<file path="config.mk">
export PLATFORM = sky130hd
export DESIGN_NAME = utf8_to_utf16_transcoder_top
export DESIGN_NICKNAME = d
export VERILOG_FILES = /design/src/rtl/core/u8u16_pkg.sv /design/src/rtl/core/u8u16_front.sv /design/src/rtl/core/u8u16_queue.sv /design/src/rtl/core/u8u16_back.sv /design/src/rtl/core/utf8_to_utf16_transcoder_top.sv
export SDC_FILE = /design/constraint.sdc
export NUM_CORES = 1
export LEC_CHECK = 0
export BUFFER_PORTS_ARGS = -buffer_cell sky130_fd_sc_hd__buf_2
export CAP_MARGIN = 20
export CORE_UTILIZATION = 60
export CTS_BUF_LIST = sky130_fd_sc_hd__clkbuf_4 sky130_fd_sc_hd__clkbuf_8 sky130_fd_sc_hd__clkbuf_16
export CTS_CLUSTER_DIAMETER = 200
export DETAILED_ROUTE_END_ITERATION = 10
export PLACE_DENSITY = 0.86
export SKIP_CTS_REPAIR_TIMING = 1
export SLEW_MARGIN = 20
export SYNTH_ARGS = -nofsm -noshare
export SYNTH_HDL_FRONTEND = slang
export SYNTH_SLANG_ARGS = --single-unit
</file>
<file path="constraint.sdc">
create_clock -name clock -period 5.45 [get_ports clock]
set_clock_uncertainty 0.05 [all_clocks]
set_input_delay 0.2725 -clock clock [delete_from_list [all_inputs] [get_ports clock]]
set_output_delay 0.2725 -clock clock [all_outputs]
set_load 0.01 [all_outputs]
</file>
<file path="src/rtl/core/u8u16_pkg.sv">
// ----------------------------------------------------------------------------
// UTF-8 to UTF-16 transcoder package
// Shared types and constants for the decoder front, point queue and unit back.
// ----------------------------------------------------------------------------
package u8u16_pkg;

   localparam int unsigned POINT_W = 21;
   localparam int unsigned UNIT_W  = 16;
   localparam int unsigned BYTE_W  = 8;

   localparam logic [POINT_W-1:0] REPLACEMENT_POINT  = 21'h00FFFD;
   localparam logic [POINT_W-1:0] SUPPLEMENTARY_BASE = 21'h010000;
   localparam logic [UNIT_W-1:0]  HIGH_SURROGATE     = 16'hD800;
   localparam logic [UNIT_W-1:0]  LOW_SURROGATE      = 16'hDC00;

   // Lead byte prefixes, compared against the top bits of the byte.
   localparam logic [2:0] LEAD2_PREFIX = 3'b110;
   localparam logic [3:0] LEAD3_PREFIX = 4'b1110;
   localparam logic [4:0] LEAD4_PREFIX = 5'b11110;

   // One finished code point, as handed from the front to the back.
   typedef struct packed {
      logic [POINT_W-1:0] cp;
      logic               text_end;
   } point_type;

endpackage

</file>
<file path="src/rtl/core/u8u16_front.sv">
// ----------------------------------------------------------------------------
// UTF-8 decoder front
// Takes one byte per beat, gathers sequences and pushes finished code points.
// ----------------------------------------------------------------------------
module u8u16_front (
   input  logic                 clock,
   input  logic                 reset,
   input  logic                 req_valid,
   input  logic                 queue_full,
   input  logic [7:0]           in_byte,
   input  logic                 text_end,
   output logic                 push,
   output u8u16_pkg::point_type push_point
);

   logic [u8u16_pkg::POINT_W-1:0] acc_ff, acc_in;
   logic [1:0]                    pend_ff, pend_in;
   logic                          accept;
   logic                          ready;
   logic [u8u16_pkg::POINT_W-1:0] cp;
   logic [1:0]                    pend_dec;

   assign accept   = req_valid && !queue_full;
   assign pend_dec = pend_ff - 2'd1;

   always_comb begin
      acc_in = acc_ff;
      pend_in = pend_ff;
      ready = 1'b0;
      cp = '0;
      if (pend_ff != 2'd0) begin
         // Every byte inside a sequence counts as a continuation byte.
         acc_in = {acc_ff[u8u16_pkg::POINT_W-7:0], in_byte[5:0]};
         pend_in = pend_dec;
         if (pend_dec == 2'd0 || text_end) begin
            cp = acc_in;
            ready = 1'b1;
         end
      end else if (!in_byte[7]) begin
         cp = {13'd0, in_byte};
         ready = 1'b1;
      end else if (in_byte[7:5] == u8u16_pkg::LEAD2_PREFIX) begin
         acc_in = {16'd0, in_byte[4:0]};
         pend_in = 2'd1;
      end else if (in_byte[7:4] == u8u16_pkg::LEAD3_PREFIX) begin
         acc_in = {17'd0, in_byte[3:0]};
         pend_in = 2'd2;
      end else if (in_byte[7:3] == u8u16_pkg::LEAD4_PREFIX) begin
         acc_in = {18'd0, in_byte[2:0]};
         pend_in = 2'd3;
      end else begin
         cp = u8u16_pkg::REPLACEMENT_POINT;
         ready = 1'b1;
      end

      // A text that ends inside a sequence flushes the partial value.
      if (!ready && text_end) begin
         cp = acc_in;
         ready = 1'b1;
      end

      if (ready) begin
         acc_in = '0;
         pend_in = 2'd0;
      end
   end

   always_ff @(posedge clock) begin
      if (reset) begin
         acc_ff <= '0;
         pend_ff <= 2'd0;
      end else if (accept) begin
         acc_ff <= acc_in;
         pend_ff <= pend_in;
      end
   end

   assign push                = accept && ready;
   assign push_point.cp       = cp;
   assign push_point.text_end = text_end;

endmodule

</file>
<file path="src/rtl/core/u8u16_queue.sv">
// ----------------------------------------------------------------------------
// Code point queue
// Small register queue that decouples the decoder front from the unit back.
// ----------------------------------------------------------------------------
module u8u16_queue #(
   parameter int unsigned DEPTH = 4
) (
   input  logic                 clock,
   input  logic                 reset,
   input  logic                 push,
   input  u8u16_pkg::point_type push_point,
   input  logic                 pop,
   output logic                 full,
   output logic                 not_empty,
   output u8u16_pkg::point_type head
);

   localparam int unsigned PTR_W = (DEPTH > 1) ? $clog2(DEPTH) : 1;
   localparam int unsigned CNT_W = $clog2(DEPTH + 1);

   u8u16_pkg::point_type entry_ff [DEPTH];
   logic [PTR_W-1:0]     wr_ptr_ff, rd_ptr_ff;
   logic [CNT_W-1:0]     count_ff;

   function automatic logic [PTR_W-1:0] next_ptr(input logic [PTR_W-1:0] ptr);
      logic [PTR_W-1:0] result;
      if (ptr == PTR_W'(DEPTH - 1)) begin
         result = '0;
      end else begin
         result = ptr + PTR_W'(1);
      end
      return result;
   endfunction

   assign full      = (count_ff == CNT_W'(DEPTH));
   assign not_empty = (count_ff != '0);
   assign head      = entry_ff[rd_ptr_ff];

   always_ff @(posedge clock) begin
      if (push) begin
         entry_ff[wr_ptr_ff] <= push_point;
      end
   end

   always_ff @(posedge clock) begin
      if (reset) begin
         wr_ptr_ff <= '0;
         rd_ptr_ff <= '0;
         count_ff <= '0;
      end else begin
         if (push) begin
            wr_ptr_ff <= next_ptr(wr_ptr_ff);
         end
         if (pop) begin
            rd_ptr_ff <= next_ptr(rd_ptr_ff);
         end
         if (push && !pop) begin
            count_ff <= count_ff + CNT_W'(1);
         end else if (pop && !push) begin
            count_ff <= count_ff - CNT_W'(1);
         end
      end
   end

endmodule

</file>
<file path="src/rtl/core/u8u16_back.sv">
// ----------------------------------------------------------------------------
// UTF-16 unit back
// Turns queued code points into one unit or a surrogate pair on the output.
// ----------------------------------------------------------------------------
module u8u16_back (
   input  logic                 clock,
   input  logic                 reset,
   input  logic                 queue_valid,
   input  u8u16_pkg::point_type head,
   output logic                 pop,
   input  logic                 rsp_stall,
   output logic                 rsp_valid,
   output logic [15:0]          rsp_code_unit,
   output logic                 rsp_run_last,
   output logic                 rsp_text_last
);

   logic        valid_ff, valid_in;
   logic [15:0] unit_ff, unit_in;
   logic        run_last_ff, run_last_in;
   logic        text_last_ff, text_last_in;
   logic        low_pend_ff, low_pend_in;
   logic [15:0] low_unit_ff, low_unit_in;
   logic        low_text_ff, low_text_in;
   logic        load;
   logic [u8u16_pkg::POINT_W-1:0] offset;
   logic [15:0] high_unit;
   logic [15:0] low_unit;

   assign load      = !valid_ff || !rsp_stall;
   assign offset    = head.cp - u8u16_pkg::SUPPLEMENTARY_BASE;
   assign high_unit = u8u16_pkg::HIGH_SURROGATE | {5'd0, offset[20:10]};
   assign low_unit  = u8u16_pkg::LOW_SURROGATE | {6'd0, offset[9:0]};

   always_comb begin
      valid_in = valid_ff;
      unit_in = unit_ff;
      run_last_in = run_last_ff;
      text_last_in = text_last_ff;
      low_pend_in = low_pend_ff;
      low_unit_in = low_unit_ff;
      low_text_in = low_text_ff;
      pop = 1'b0;
      if (load) begin
         if (low_pend_ff) begin
            valid_in = 1'b1;
            unit_in = low_unit_ff;
            run_last_in = 1'b1;
            text_last_in = low_text_ff;
            low_pend_in = 1'b0;
         end else if (queue_valid) begin
            pop = 1'b1;
            valid_in = 1'b1;
            if (head.cp >= u8u16_pkg::SUPPLEMENTARY_BASE) begin
               // High unit goes out now, the low unit waits one beat.
               unit_in = high_unit;
               run_last_in = 1'b0;
               text_last_in = 1'b0;
               low_pend_in = 1'b1;
               low_unit_in = low_unit;
               low_text_in = head.text_end;
            end else begin
               unit_in = head.cp[15:0];
               run_last_in = 1'b1;
               text_last_in = head.text_end;
            end
         end else begin
            valid_in = 1'b0;
         end
      end
   end

   always_ff @(posedge clock) begin
      if (reset) begin
         valid_ff <= 1'b0;
         low_pend_ff <= 1'b0;
      end else begin
         valid_ff <= valid_in;
         low_pend_ff <= low_pend_in;
      end
      unit_ff <= unit_in;
      run_last_ff <= run_last_in;
      text_last_ff <= text_last_in;
      low_unit_ff <= low_unit_in;
      low_text_ff <= low_text_in;
   end

   assign rsp_valid     = valid_ff;
   assign rsp_code_unit = unit_ff;
   assign rsp_run_last  = run_last_ff;
   assign rsp_text_last = text_last_ff;

endmodule

</file>
<file path="src/rtl/core/utf8_to_utf16_transcoder_top.sv">
// ----------------------------------------------------------------------------
// UTF-8 to UTF-16 transcoder top level
// Byte-wide UTF-8 in, 16-bit UTF-16 code units out, valid/stall on both sides.
// ----------------------------------------------------------------------------
// Usage: the req channel moves one UTF-8 byte per beat together with a flag
// that marks the last byte of a text. The rsp channel moves one code unit per
// beat; run_last marks the last unit caused by one input byte and text_last
// the final unit of a text. A code point of 0x10000 or more becomes a surrogate
// pair, high unit first, in two consecutive beats.
// Throughput: one request byte per cycle while the queue has room. The output
// register sends one unit per cycle while rsp_stall is low, so a surrogate
// pair holds the back end while the decoder keeps filling the point queue.
// Path: the point enters the queue at the edge that takes its finishing byte,
// and the unit then enters the output register, which drives rsp; the low
// unit of a pair follows from the output register in the next beat.
// Stall: when the receiver stalls, the output register holds its beat, the
// queue fills, and req_stall rises once all QUEUE_DEPTH entries are taken.
// Reset: synchronous, active high; it clears the partial sequence, empties the
// queue and drops rsp_valid. No clearing pass is needed after reset.
// ----------------------------------------------------------------------------
module utf8_to_utf16_transcoder_top #(
   parameter int unsigned QUEUE_DEPTH = 4
) (
   input  logic        clock,
   input  logic        reset,
   input  logic        req_valid,
   output logic        req_stall,
   input  logic [7:0]  req_in_byte,
   input  logic        req_text_end,
   output logic        rsp_valid,
   input  logic        rsp_stall,
   output logic [15:0] rsp_code_unit,
   output logic        rsp_run_last,
   output logic        rsp_text_last
);

   logic                 push;
   logic                 pop;
   logic                 q_full;
   logic                 q_not_empty;
   u8u16_pkg::point_type push_point;
   u8u16_pkg::point_type head;

   // The decoder stalls only when the point queue has no room left.
   assign req_stall = q_full;

   u8u16_front u_front (
      .clock      (clock),
      .reset      (reset),
      .req_valid  (req_valid),
      .queue_full (q_full),
      .in_byte    (req_in_byte),
      .text_end   (req_text_end),
      .push       (push),
      .push_point (push_point)
   );

   u8u16_queue #(
      .DEPTH (QUEUE_DEPTH)
   ) u_queue (
      .clock      (clock),
      .reset      (reset),
      .push       (push),
      .push_point (push_point),
      .pop        (pop),
      .full       (q_full),
      .not_empty  (q_not_empty),
      .head       (head)
   );

   u8u16_back u_back (
      .clock         (clock),
      .reset         (reset),
      .queue_valid   (q_not_empty),
      .head          (head),
      .pop           (pop),
      .rsp_stall     (rsp_stall),
      .rsp_valid     (rsp_valid),
      .rsp_code_unit (rsp_code_unit),
      .rsp_run_last  (rsp_run_last),
      .rsp_text_last (rsp_text_last)
   );

   // The front must never write into a full queue.
   a_no_overflow: assert property (@(posedge clock) disable iff (reset)
      push |-> !q_full)
      else $error("point pushed into a full queue");

   // The back must never take a point from an empty queue.
   a_no_underflow: assert property (@(posedge clock) disable iff (reset)
      pop |-> q_not_empty)
      else $error("point popped from an empty queue");

   // The final unit of a text is always the last unit of its byte.
   a_text_last_run_last: assert property (@(posedge clock) disable iff (reset)
      (rsp_valid && rsp_text_last) |-> rsp_run_last)
      else $error("text_last without run_last");

   // Reset leaves no beat on the result channel.
   a_reset_clears_rsp: assert property (@(posedge clock)
      reset |=> !rsp_valid)
      else $error("result beat present right after reset");

endmodule
</file>
# [Word-level counts from Yosys, hierarchy flattened]
# Memories as Yosys holds them, arrays and structs flattened. A register that Yosys moved wholly into a read port is not among the register bits.
# Cells that the tools add are included.
[totals] reg_bits=61 ram_bits=88 out_inout_bits=20 n_memories=1
[op_classes] n_addsub=6 n_lt_le_gt_ge=1 eq_ne=6 muxes=49 bitwise_logic=1 n_reduce_logical=23
[mem_list] memory="u_queue.entry_ff" depth=4 width=22 rd=1 rd_clocked_by_memory_dff=1 wr=1 line="u8u16_queue.sv:21" source="u8u16_pkg::point_type entry_ff [DEPTH];"
[ops] operator="2-to-1 mux 21 bit" n=12
[ops] operator="2-to-1 mux 16 bit" n=3
[ops] operator=">= comparator 21 x 17 -> 1 bit (second input constant)" n=1
[ops] operator="2-to-1 mux 1 bit" n=21
[ops] operator="subtractor 21 x 17 -> 21 bit (second input constant)" n=1
[ops] operator="2-to-1 mux 2 bit" n=10
[ops] operator="2-to-1 mux 10 bit" n=1
[ops] operator="== test 3 bit (second input constant)" n=2
[ops] operator="zero test 1 bit" n=6
[ops] operator="2-to-1 mux 3 bit" n=2
[ops] operator="nonzero test 2 bit" n=3
[ops] operator="nonzero test 3 bit" n=2
[ops] operator="== test 5 bit (second input constant)" n=1
[ops] operator="logical AND 1 bit" n=5
[ops] operator="nonzero test 5 bit" n=1
[ops] operator="adder 2 x 1 -> 2 bit (second input constant)" n=2
[ops] operator="== test 2 bit (second input constant)" n=2
[ops] operator="== test 4 bit (second input constant)" n=1
[ops] operator="AND reduction 4 bit" n=1
[ops] operator="adder 3 x 1 -> 3 bit (second input constant)" n=1
[ops] operator="AND reduction 3 bit" n=1
[ops] operator="subtractor 3 x 1 -> 3 bit (second input constant)" n=1
[ops] operator="zero test 2 bit" n=1
[ops] operator="logical OR 1 bit" n=2
[ops] operator="other kinds (3)" n=3

# [Logic depth before layout (Yosys ltp)]
# Gate-level depths: netlist of the first run.
[depth] depth_word=14 depth_mapped=10 depth_no_buf=9

# [Hierarchy]
# A second synthesis of the first run with hierarchy kept.
[hier_totals] hier_cells=392 area_unflattened_um2=5954.5
[modules_own_cells] mod="u8u16_queue" instances=1 cells_each=158 area_each_um2=3619.7 seq_area_each_um2=2822.7
[modules_own_cells] mod="u8u16_back" instances=1 cells_each=116 area_each_um2=1407.6 seq_area_each_um2=910.9
[modules_own_cells] mod="u8u16_front" instances=1 cells_each=118 area_each_um2=927.1 seq_area_each_um2=340.3

# [Worst setup path after synthesis of the first run]
# Ideal clock, no wire load.
[synth_timing] path_kind="register -> register" from="reg with a tool-made name" to="reg u_back.low_text_ff, enable pin" setup_time_ns=0.378 arrival_ns=2.392 setup_slack_ns=2.630 stages_incl_launch_ff=8 period_less_slack_ns=2.820 path_cell_list="dfxtp_1 -> buf_6 -> buf_12 -> mux4_1 -> nor3_1 -> nand3_1 -> o21a_2 -> nor2_1"
[synth_lines] element="end signal, assigned" line="u8u16_back.sv:85" source="low_text_ff <= low_text_in;"
[synth_lines] element="end, declared" line="u8u16_back.sv:24" source="logic low_text_ff, low_text_in;"

==> impl_metrics.py, run 1 <==
metrics = {
    "status": {
        "outcome": "complete, no violations",
    },
    "yosys": {
        "syn_inst": 371,
        "synth.largest_area_cell": "edfxtp_1",
        "synth_cell_types": 51,
        "ys_seq_elements": 145,
        "async_flop_share_pct": 0,
        "seq_area_frac_synth_pct": 68.2,
        "syn-cell-area_mm2": 0.00597,
        "synth_edf_count": 117,
        "synth_top_area_share_pct": 58.8,
        "synthTopCellsByArea": "edfxtp_1, dfxtp_1, mux4_1, mux4_2, a21o_1",
        "synth_area_per_cell_um2": 16.1,
        "synth_ff_type": "edfxtp_1",
        "synth_warnings": 0,
        "synth_nets": 393,
    },
    "worst_setup_path": {
        "worst_setup_path_start_kind": "flip-flop",
        "cp.required_ns": 5.64,
        "critPathCaptureType": "flip-flop",
        "crit_type": "reg2reg",
        "cp.arrival_ns": 4.01,
        "cp_max_fo": 12,
        "reg2regPathDepth": 6,
    },
    "placement": {
        "portBuffers": 32,
        "pre_cts_ws_ns": 1.64,
        "placed_cell_area_mm2": 0.00622,
        "dp_hpwl_um": 6950,
        "gp_congestion": 0.865,
        "placed_cells": 521,
    },
    "global_route": {
        "grt_pass1_vias": 3245,
        "grt_max_degree": 27,
        "overflow": 0,
        "grt_most_used_layer": "met2",
        "met1_usage_pct": 32.5,
        "gr-usage-met2_pct": 35.3,
        "grt_pass1_wl_um": 17500,
        "grt_util_met3_pct": 7.04,
        "grt.total_usage_pct": 23.8,
        "antenna_found_initial": 0,
    },
    "routing": {
        "drtAntennaViolNets": 0,
        "post-route-drc-count": 0,
        "post_drt_wl_per_cell_um": 20.1,
        "firstDrtPassIters": 6,
        "vias": 3390,
        "totalWireLength_um": 11200,
        "post_drt_via_cell_ratio": 6.11,
        "drt_iter0_markers": 267,
    },
    "sta": {
        "relSlewSlack_pct": 35.4,
        "holdWs_ns": 0.0245,
        "final.setup.worst_slack_ns": 1.63,
        "fin_crit_sh_pct": 70.1,
        "fin_setup_tns_ns": 0,
        "max_freq_mhz": 262,
        "hold_viol": 0,
        "fin_crit_ns": 3.82,
        "setup_viol": 0,
        "drv_slew": 0,
        "tightest_slew_ns": 0.967,
        "rsz0062_at_grt": "false",
    },
    "finish": {
        "final_common_cell": "edfxtp_1",
        "seqCellArea_mm2": 0.00407,
        "antenna_cells": 0,
        "final_cell_mix": "edfxtp_1, buf_2, nor2_1, dfxtp_1",
        "layout.nets": 431,
        "drive_above_1_share_pct": 21.3,
        "finalNonFillerCells": 555,
        "nFillCells": 598,
        "multiInputGateArea_mm2": 0.00178,
        "design_area_mm2": 0.00686,
        "syn2layout_area_growth_pct": 14.8,
    },
    "clock_network": {
        "cts_root_buf": "clkbuf_8",
        "cts_made_buffers": 17,
        "clock-sinks": 145,
        "clk_pin_slew_worst_paths_ns": 0.06,
        "clockBufferDepth": 2,
        "cts_tree": "yes",
        "h-tree-depth": 4,
        "clk_latency_ns": 0.50,
    },
    "job": {
        "max-cap-violations": 0,
    },
    "power": {
        "leakage_nw": 2.45,
        "power_per_cell_area_mw_per_mm2": 532,
        "peakVddDrop_mv": 0.289,
    },
    "floorplan": {
        "io_pins": 33,
        "rows": 36,
        "core-area_mm2": 0.00973,
        "initial_core_util_pct": 61.4,
        "die_h_um": 102,
        "die_w_um": 102,
        "die_area_mm2": 0.0104,
    },
    "min_path": {
        "hold_class": "in2reg",
        "min_path_cells": 3,
    },
}
==> report_power, final <==
part / total (mW) / switching [mW] / leakage, nW / internal, mW
clock: 1.17 / 0.415 / 0.306 / 0.755
sequential: 1.60 / 0.117 / 1.29 / 1.48
combinational: 0.882 / 0.506 / 0.852 / 0.377
==> final timing paths <==
kind / startpoint / to / slack, ns
min: req_in_byte[1] / u_front.acc_ff[1] / 0.02
min reg2reg: u_front.pend_ff[0] / u_front.pend_ff[0] / 0.45
max reg2reg: flip-flop / u_back.rsp_code_unit[11] / 1.63
max: flip-flop / u_back.rsp_code_unit[11] / 1.63
==> state kept, by name (all words and copies together), names as in the netlist, named ones only <==
register              flops
u_queue.entry_ff         88
u_back.rsp_code_unit     16
u_front.acc_ff           15
u_back.low_unit_ff       10
u_queue.count_ff          3
u_front.pend_ff           2
u_queue.rd_ptr_ff         2
u_queue.wr_ptr_ff         2
u_back.low_pend_ff        1
u_back.low_text_ff        1
u_back.rsp_run_last       1
u_back.rsp_text_last      1
u_back.rsp_valid          1
==> worst max-delay path, stage by stage (launching register included) <==
cell	delay, ns
dfxtp_1	0.72
buf_4	0.36
mux4_1	0.66
nor3_2	0.26
nor3b_2	0.80
o21ai_2	0.24
or3_2	0.46
==> final cells by class <==
cell class,instances,share of cell area (%)
Tap cell,133,2.43
Clock inverter,12,2.45
Clock buffer,20,6.37
Inverter,7,0.383
Sequential cell,145,59.4
Multi-Input combinational cell,201,26.0
Timing Repair Buffer,37,2.96
==> through the flow <==
step | total power [mW] | util, %
floorplan | 2.22 | -
global placement | 2.43 | 63.9
detailed placement | 2.48 | 63.9
CTS | 3.65 | 70.1
global route | 3.81 | 70.5
finish | 3.65 | 70.5
==> cells by family (layout without fill, tap and decap cells) <==
logic type      after synthesis  count (layout)  synth area share [%]
compound gates               68              68                  7.94
xor+xnor                      5               5                 0.733
fa+ha+maj                     9               9                  2.01
buf+inv                      25              76                  2.24
flops                       145             145                  68.2
mux                          33              33                  11.2
simple gates                 86              86                  7.73
==> per-layer routing <==
| layer | vias up | routed length, µm |
|---|---|---|
| met4 | 0 | 359 |
| met2 | 172 | 5240 |
| met3 | 33 | 788 |
| li1 | 1534 | - |
| met1 | 1651 | 4780 |
| met5 | - | 0 |
==> cells in the mapped netlist (all sizes together), types with 3 or more instances <==
cell    instances
a21oi          10
and3            4
nand2b          3
inv             7
ha              8
a21o           15
clkbuf         11
nor3            3
xor2            4
and2           13
or3             6
buf             6
nor4            5
nor2           28
a221o           3
o21ai          14
dfxtp          28
a22oi          15
edfxtp        117
mux2i          10
mux4           22
nand2          14
nor3b           3
(Power assumes the default switching activity.)
==> run 2: changes to the inputs <==
==> constraint.sdc (replaced) <==
create_clock -name clock -period 3.7 [get_ports clock]
set_clock_uncertainty 0.05 [all_clocks]
set_input_delay 0.185 -clock clock [delete_from_list [all_inputs] [get_ports clock]]
set_output_delay 0.185 -clock clock [all_outputs]
set_load 0.01 [all_outputs]
==> run 2 against run 1 <==
Final area rose by 1.5%. Sequential share of layout area shrank 0.87 points. Core utilization up 1.0 points. Sequential power rose by 44%. Clock-buffer cell count is 3 lower. Setup slack worse by 1.0 ns. Die area is the same. Hold slack better by 0.036 ns.
==> impl_metrics.py, run 2 (synthesis results as in run 1) <==
metrics = {
    "status": {
        "outcome": "complete, no violations",
    },
    "global_route": {
        "antenna_found_initial": 0,
        "grt_pass1_wl_um": 17800,
        "grt.total_usage_pct": 24.2,
        "overflow": 0,
        "grt_pass1_vias": 3341,
        "grt_max_degree": 27,
    },
    "worst_setup_path": {
        "cp_max_fo": 13,
        "crit_buf_inv": 2,
        "crit_type": "reg2reg",
        "critPathCaptureType": "flip-flop",
        "crit_chain": "buf_4 > mux4_2 > nor4_1 > nand4b_1 > o21a_2 > nor2_1 > buf_4",
        "cp_common_cell": "buf_4",
        "cp.required_ns": 3.87,
        "crit_cells": 7,
        "reg2regPathDepth": 7,
        "crit_family": "simple AND/OR/NAND/NOR gates",
        "critical_path.max_stage_delay_ns": 0.58,
        "cp.arrival_ns": 3.25,
        "critPathSlowestCell": "mux4_2",
        "reg2reg_slack_ns": 0.62,
        "worst_setup_path_start_kind": "flip-flop",
    },
    "floorplan": {
        "core-area_mm2": 0.00973,
        "die_w_um": 102,
        "rows": 36,
        "die_area_mm2": 0.0104,
        "die_h_um": 102,
        "io_pins": 33,
        "initial_core_util_pct": 61.4,
    },
    "routing": {
        "drt_iter0_markers": 221,
        "post_drt_wl_per_cell_um": 20.4,
        "vias": 3480,
        "firstDrtPassIters": 5,
        "post-route-drc-count": 0,
        "drtAntennaViolNets": 0,
        "totalWireLength_um": 11700,
        "post_drt_via_cell_ratio": 6.08,
    },
    "power": {
        "finalPower_mw": 5.27,
        "leakage_nw": 2.50,
        "peakVddDrop_mv": 0.375,
        "power_per_cell_area_mw_per_mm2": 757,
    },
    "finish": {
        "final_cell_mix": "edfxtp_1, buf_2, nor2_1, dfxtp_1",
        "design_area_mm2": 0.00696,
        "drive_above_1_share_pct": 21.9,
        "seqCellArea_mm2": 0.00407,
        "largest_register_ffs": 88,
        "syn2layout_area_growth_pct": 16.5,
        "finalNonFillerCells": 572,
        "final_common_cell": "edfxtp_1",
        "regMostFlops": "u_queue.entry_ff",
        "multiInputGateArea_mm2": 0.00177,
        "nFillCells": 611,
        "antenna_cells": 0,
        "layout.nets": 448,
    },
    "min_path": {
        "hold_class": "in2reg",
        "min_path_cells": 2,
        "holdCritStartpoint": "reset",
    },
    "sta": {
        "fin_crit_sh_pct": 83.3,
        "rsz0062_at_grt": "false",
        "setup_viol": 0,
        "hold_viol": 0,
        "max_freq_mhz": 325,
        "drv_slew": 0,
        "relSlewSlack_pct": 29.5,
        "fin_crit_ns": 3.08,
        "tightest_slew_ns": 1.05,
        "fin_setup_tns_ns": 0,
    },
    "clock_network": {
        "cts_root_buf": "clkbuf_8",
        "clk_pin_slew_worst_paths_ns": 0.07,
        "clockBufferDepth": 2,
        "clock-sinks": 145,
        "clk_latency_ns": 0.52,
        "h-tree-depth": 4,
        "cts_tree": "yes",
        "cts_made_buffers": 17,
    },
    "placement": {
        "placed_cell_area_mm2": 0.00630,
        "portBuffers": 32,
        "gp_congestion": 0.832,
        "dp_hpwl_um": 7380,
        "placed_cells": 532,
    },
    "job": {
        "max-cap-violations": 0,
    },
}
## run 2: changes by cell type in the layout (fill, tap and decap cells not counted), moves of 3 or more
cell | previous run | this run
dlygate4sd3_1 | 2 | 8
bufinv_16 | 4 | 0
and2_1 | 9 | 13
clkbuf_4 | 3 | 0
inv_6 | 0 | 7
and2_2 | 4 | 0
buf_4 | 3 | 14
inv_8 | 0 | 5
clkinv_2 | 6 | 0
## run 2: final cells by class
class / count / share of cell area [%]
Timing Repair Buffer: 54 / 4.96
Clock inverter: 15 / 2.27
Sequential cell: 145 / 58.6
Multi-Input combinational cell: 201 / 25.5
Inverter: 7 / 0.378
Clock buffer: 17 / 5.95
Tap cell: 133 / 2.39
## run 2: worst paths after layout
check                                           to
worst max-delay path            u_back.low_text_ff
worst min-delay path            u_front.acc_ff[10]
worst max register to register  u_back.low_text_ff
worst min register to register  u_front.pend_ff[0]
## run 2: report_power, final
part           internal [mW]  switching (mW)  total, mW  leakage, nW
sequential              2.17           0.134       2.30         1.29
combinational          0.573           0.771       1.34        0.932
clock                  0.872           0.748       1.62        0.280
total                   3.62            1.65       5.27         2.50
## run 2: stage by stage
step	setup slack [ns]	hold slack, ns	utilization (%)
floorplan	0.880	0.204	-
global placement	0.878	0.392	64.7
detailed placement	0.826	0.406	64.7
CTS	0.633	-0.157	70.6
global route	0.513	0.0547	71.5
finish	0.619	0.0609	71.5
## run 2: metal layers
metal	track usage, %	part of all wire [%]	wire, µm	vias up
met5	0	0	0	-
met4	8.14	1.1	127	0
met3	6.83	6.0	700	13
met2	39.9	52	6060	170
met1	31.0	41	4800	1725
li1	-	-	-	1572
==> run 3: changes to the inputs <==
==> constraint.sdc (replaced) <==
create_clock -name clock -period 3.15 [get_ports clock]
set_clock_uncertainty 0.05 [all_clocks]
set_input_delay 0.1575 -clock clock [delete_from_list [all_inputs] [get_ports clock]]
set_output_delay 0.1575 -clock clock [all_outputs]
set_load 0.01 [all_outputs]
==> run 3 against run 2 <==
Hold slack lost 0.016 ns. Clock-buffer cell count unchanged. Clock power increased by 22%. Critical path type unchanged. Setup slack worse by 0.37 ns. Combinational power rose by 27%. Critical path depth down 1. Total power grew 21%. Flip-flop and latch count unchanged. Critical endpoint is now u_back.rsp_code_unit[11].
==> impl_metrics.py, run 3 (synthesis results as in run 1) <==
metrics = {
    "worst_setup_path": {
        "critPathSlowestCell": "mux4_1",
        "worst_setup_path_start_kind": "flip-flop",
        "crit_type": "reg2reg",
        "crit_buf_inv": 1,
        "cp_max_fo": 8,
        "crit_family": "simple AND/OR/NAND/NOR gates",
        "reg2regPathDepth": 6,
        "cp.required_ns": 3.36,
        "crit_cells": 6,
        "crit_chain": "buf_4 > mux4_1 > nor3_2 > nor3b_2 > o21ai_2 > or3_2",
        "critPathCaptureType": "flip-flop",
        "cp.arrival_ns": 3.11,
        "critical_path.max_stage_delay_ns": 0.59,
    },
    "clock_network": {
        "clockBufferDepth": 2,
        "cts_root_buf": "clkbuf_8",
        "cts_made_buffers": 17,
        "h-tree-depth": 4,
        "cts_tree": "yes",
        "clk_pin_slew_worst_paths_ns": 0.07,
        "clk_latency_ns": 0.52,
        "clock-sinks": 145,
    },
    "global_route": {
        "grt_pass1_wl_um": 17800,
        "grt_max_degree": 27,
        "overflow": 0,
        "grt.total_usage_pct": 24.2,
        "antenna_found_initial": 0,
        "grt_pass1_vias": 3295,
    },
    "finish": {
        "drive_above_1_share_pct": 22.0,
        "layout.nets": 449,
        "final_cell_mix": "edfxtp_1, buf_2, nor2_1, dfxtp_1",
        "nFillCells": 608,
        "largest_register_ffs": 88,
        "regMostFlops": "u_queue.entry_ff",
        "design_area_mm2": 0.00699,
        "final_common_cell": "edfxtp_1",
        "syn2layout_area_growth_pct": 17.1,
        "antenna_cells": 0,
    },
    "placement": {
        "portBuffers": 32,
        "gp_congestion": 0.923,
        "dp_hpwl_um": 7490,
        "pre_cts_ws_ns": 0.286,
        "placed_cell_area_mm2": 0.00632,
    },
    "routing": {
        "drt_iter0_markers": 281,
        "post_drt_via_cell_ratio": 6.16,
        "post_drt_wl_per_cell_um": 20.5,
        "drtAntennaViolNets": 0,
        "firstDrtPassIters": 5,
        "totalWireLength_um": 11700,
        "post-route-drc-count": 0,
        "vias": 3532,
    },
    "floorplan": {
        "io_pins": 33,
        "rows": 36,
        "core-area_mm2": 0.00973,
        "initial_core_util_pct": 61.4,
        "die_area_mm2": 0.0104,
        "die_w_um": 102,
        "die_h_um": 102,
    },
    "sta": {
        "max_freq_mhz": 345,
        "hold_viol": 0,
        "fin_crit_sh_pct": 92.0,
        "setup_viol": 0,
        "fin_setup_tns_ns": 0,
        "final.setup.worst_slack_ns": 0.253,
        "relSlewSlack_pct": 57.2,
        "drv_slew": 0,
        "fin_crit_ns": 2.90,
        "tightest_slew_ns": 0.639,
        "rsz0062_at_grt": "false",
    },
    "power": {
        "peakVddDrop_mv": 0.502,
        "power_per_cell_area_mw_per_mm2": 911,
        "leakage_nw": 2.52,
    },
    "status": {
        "outcome": "complete, no violations",
    },
    "min_path": {
        "hold_class": "in2reg",
        "holdCritStartpoint": "reset",
        "min_path_cells": 2,
    },
    "job": {
        "max-cap-violations": 0,
    },
}
## run 3: changes by cell type in the layout (fill, tap and decap cells not counted)
cell / previous run / this run
o311ai_2: 1 / 0
nor3b_1: 2 / 1
clkinv_2: 0 / 1
o311ai_1: 0 / 1
bufinv_16: 0 / 2
inv_6: 7 / 4
clkinv_8: 2 / 0
clkinv_4: 0 / 4
inv_8: 5 / 3
buf_12: 0 / 1
nor3b_2: 1 / 2
## run 3: worst paths after layout
| kind | endpoint | slack [ns] |
|---|---|---|
| worst max-delay path | u_back.rsp_code_unit[11] | 0.25 |
| worst min-delay path | u_front.acc_ff[12] | 0.05 |
| worst max register to register | u_back.rsp_code_unit[11] | 0.25 |
| worst min register to register | u_front.pend_ff[0] | 0.46 |
## run 3: per-layer routing
layer  share of wire, %  wire length, µm  global-route usage (%)  up-vias
met3                6.0              704                    5.11       27
met2                 51             5940                    39.2      186
met1                 41             4870                    32.0     1748
met5                  0                0                       0        -
met4                2.0              235                    10.3        0
li1                   -                -                       -     1571
## run 3: final cells by class
type / count / area (µm²) / share of cell area [%]
sequential: 145 / 4070 / 58.2
clock buffer: 17 / 414 / 5.92
clock inverter: 15 / 176 / 2.52
tap: 133 / 166 / 2.38
timing repair buffer: 55 / 365 / 5.22
inverter: 7 / 26.3 / 0.376
multi-input combinational: 201 / 1770 / 25.3
## run 3: metrics by stage
| stage | power, mW | hold slack (ns) | utilization [%] | std cells |
|---|---|---|---|---|
| global placement | 4.30 | 0.371 | 64.9 | 533 |
| floorplan | 3.84 | 0.177 | - | 371 |
| finish | 6.37 | 0.0453 | 71.9 | 573 |
| detailed placement | 4.39 | 0.381 | 64.9 | 533 |
| global route | 6.65 | 0.0588 | 71.9 | 573 |
| CTS | 6.38 | -0.168 | 71.0 | 565 |
## run 3: power by group
group	leakage, nW	switching (mW)	internal (mW)	total, mW
logic	0.940	0.983	0.717	1.70
clock network	0.289	0.822	1.16	1.98
registers	1.29	0.137	2.56	2.69
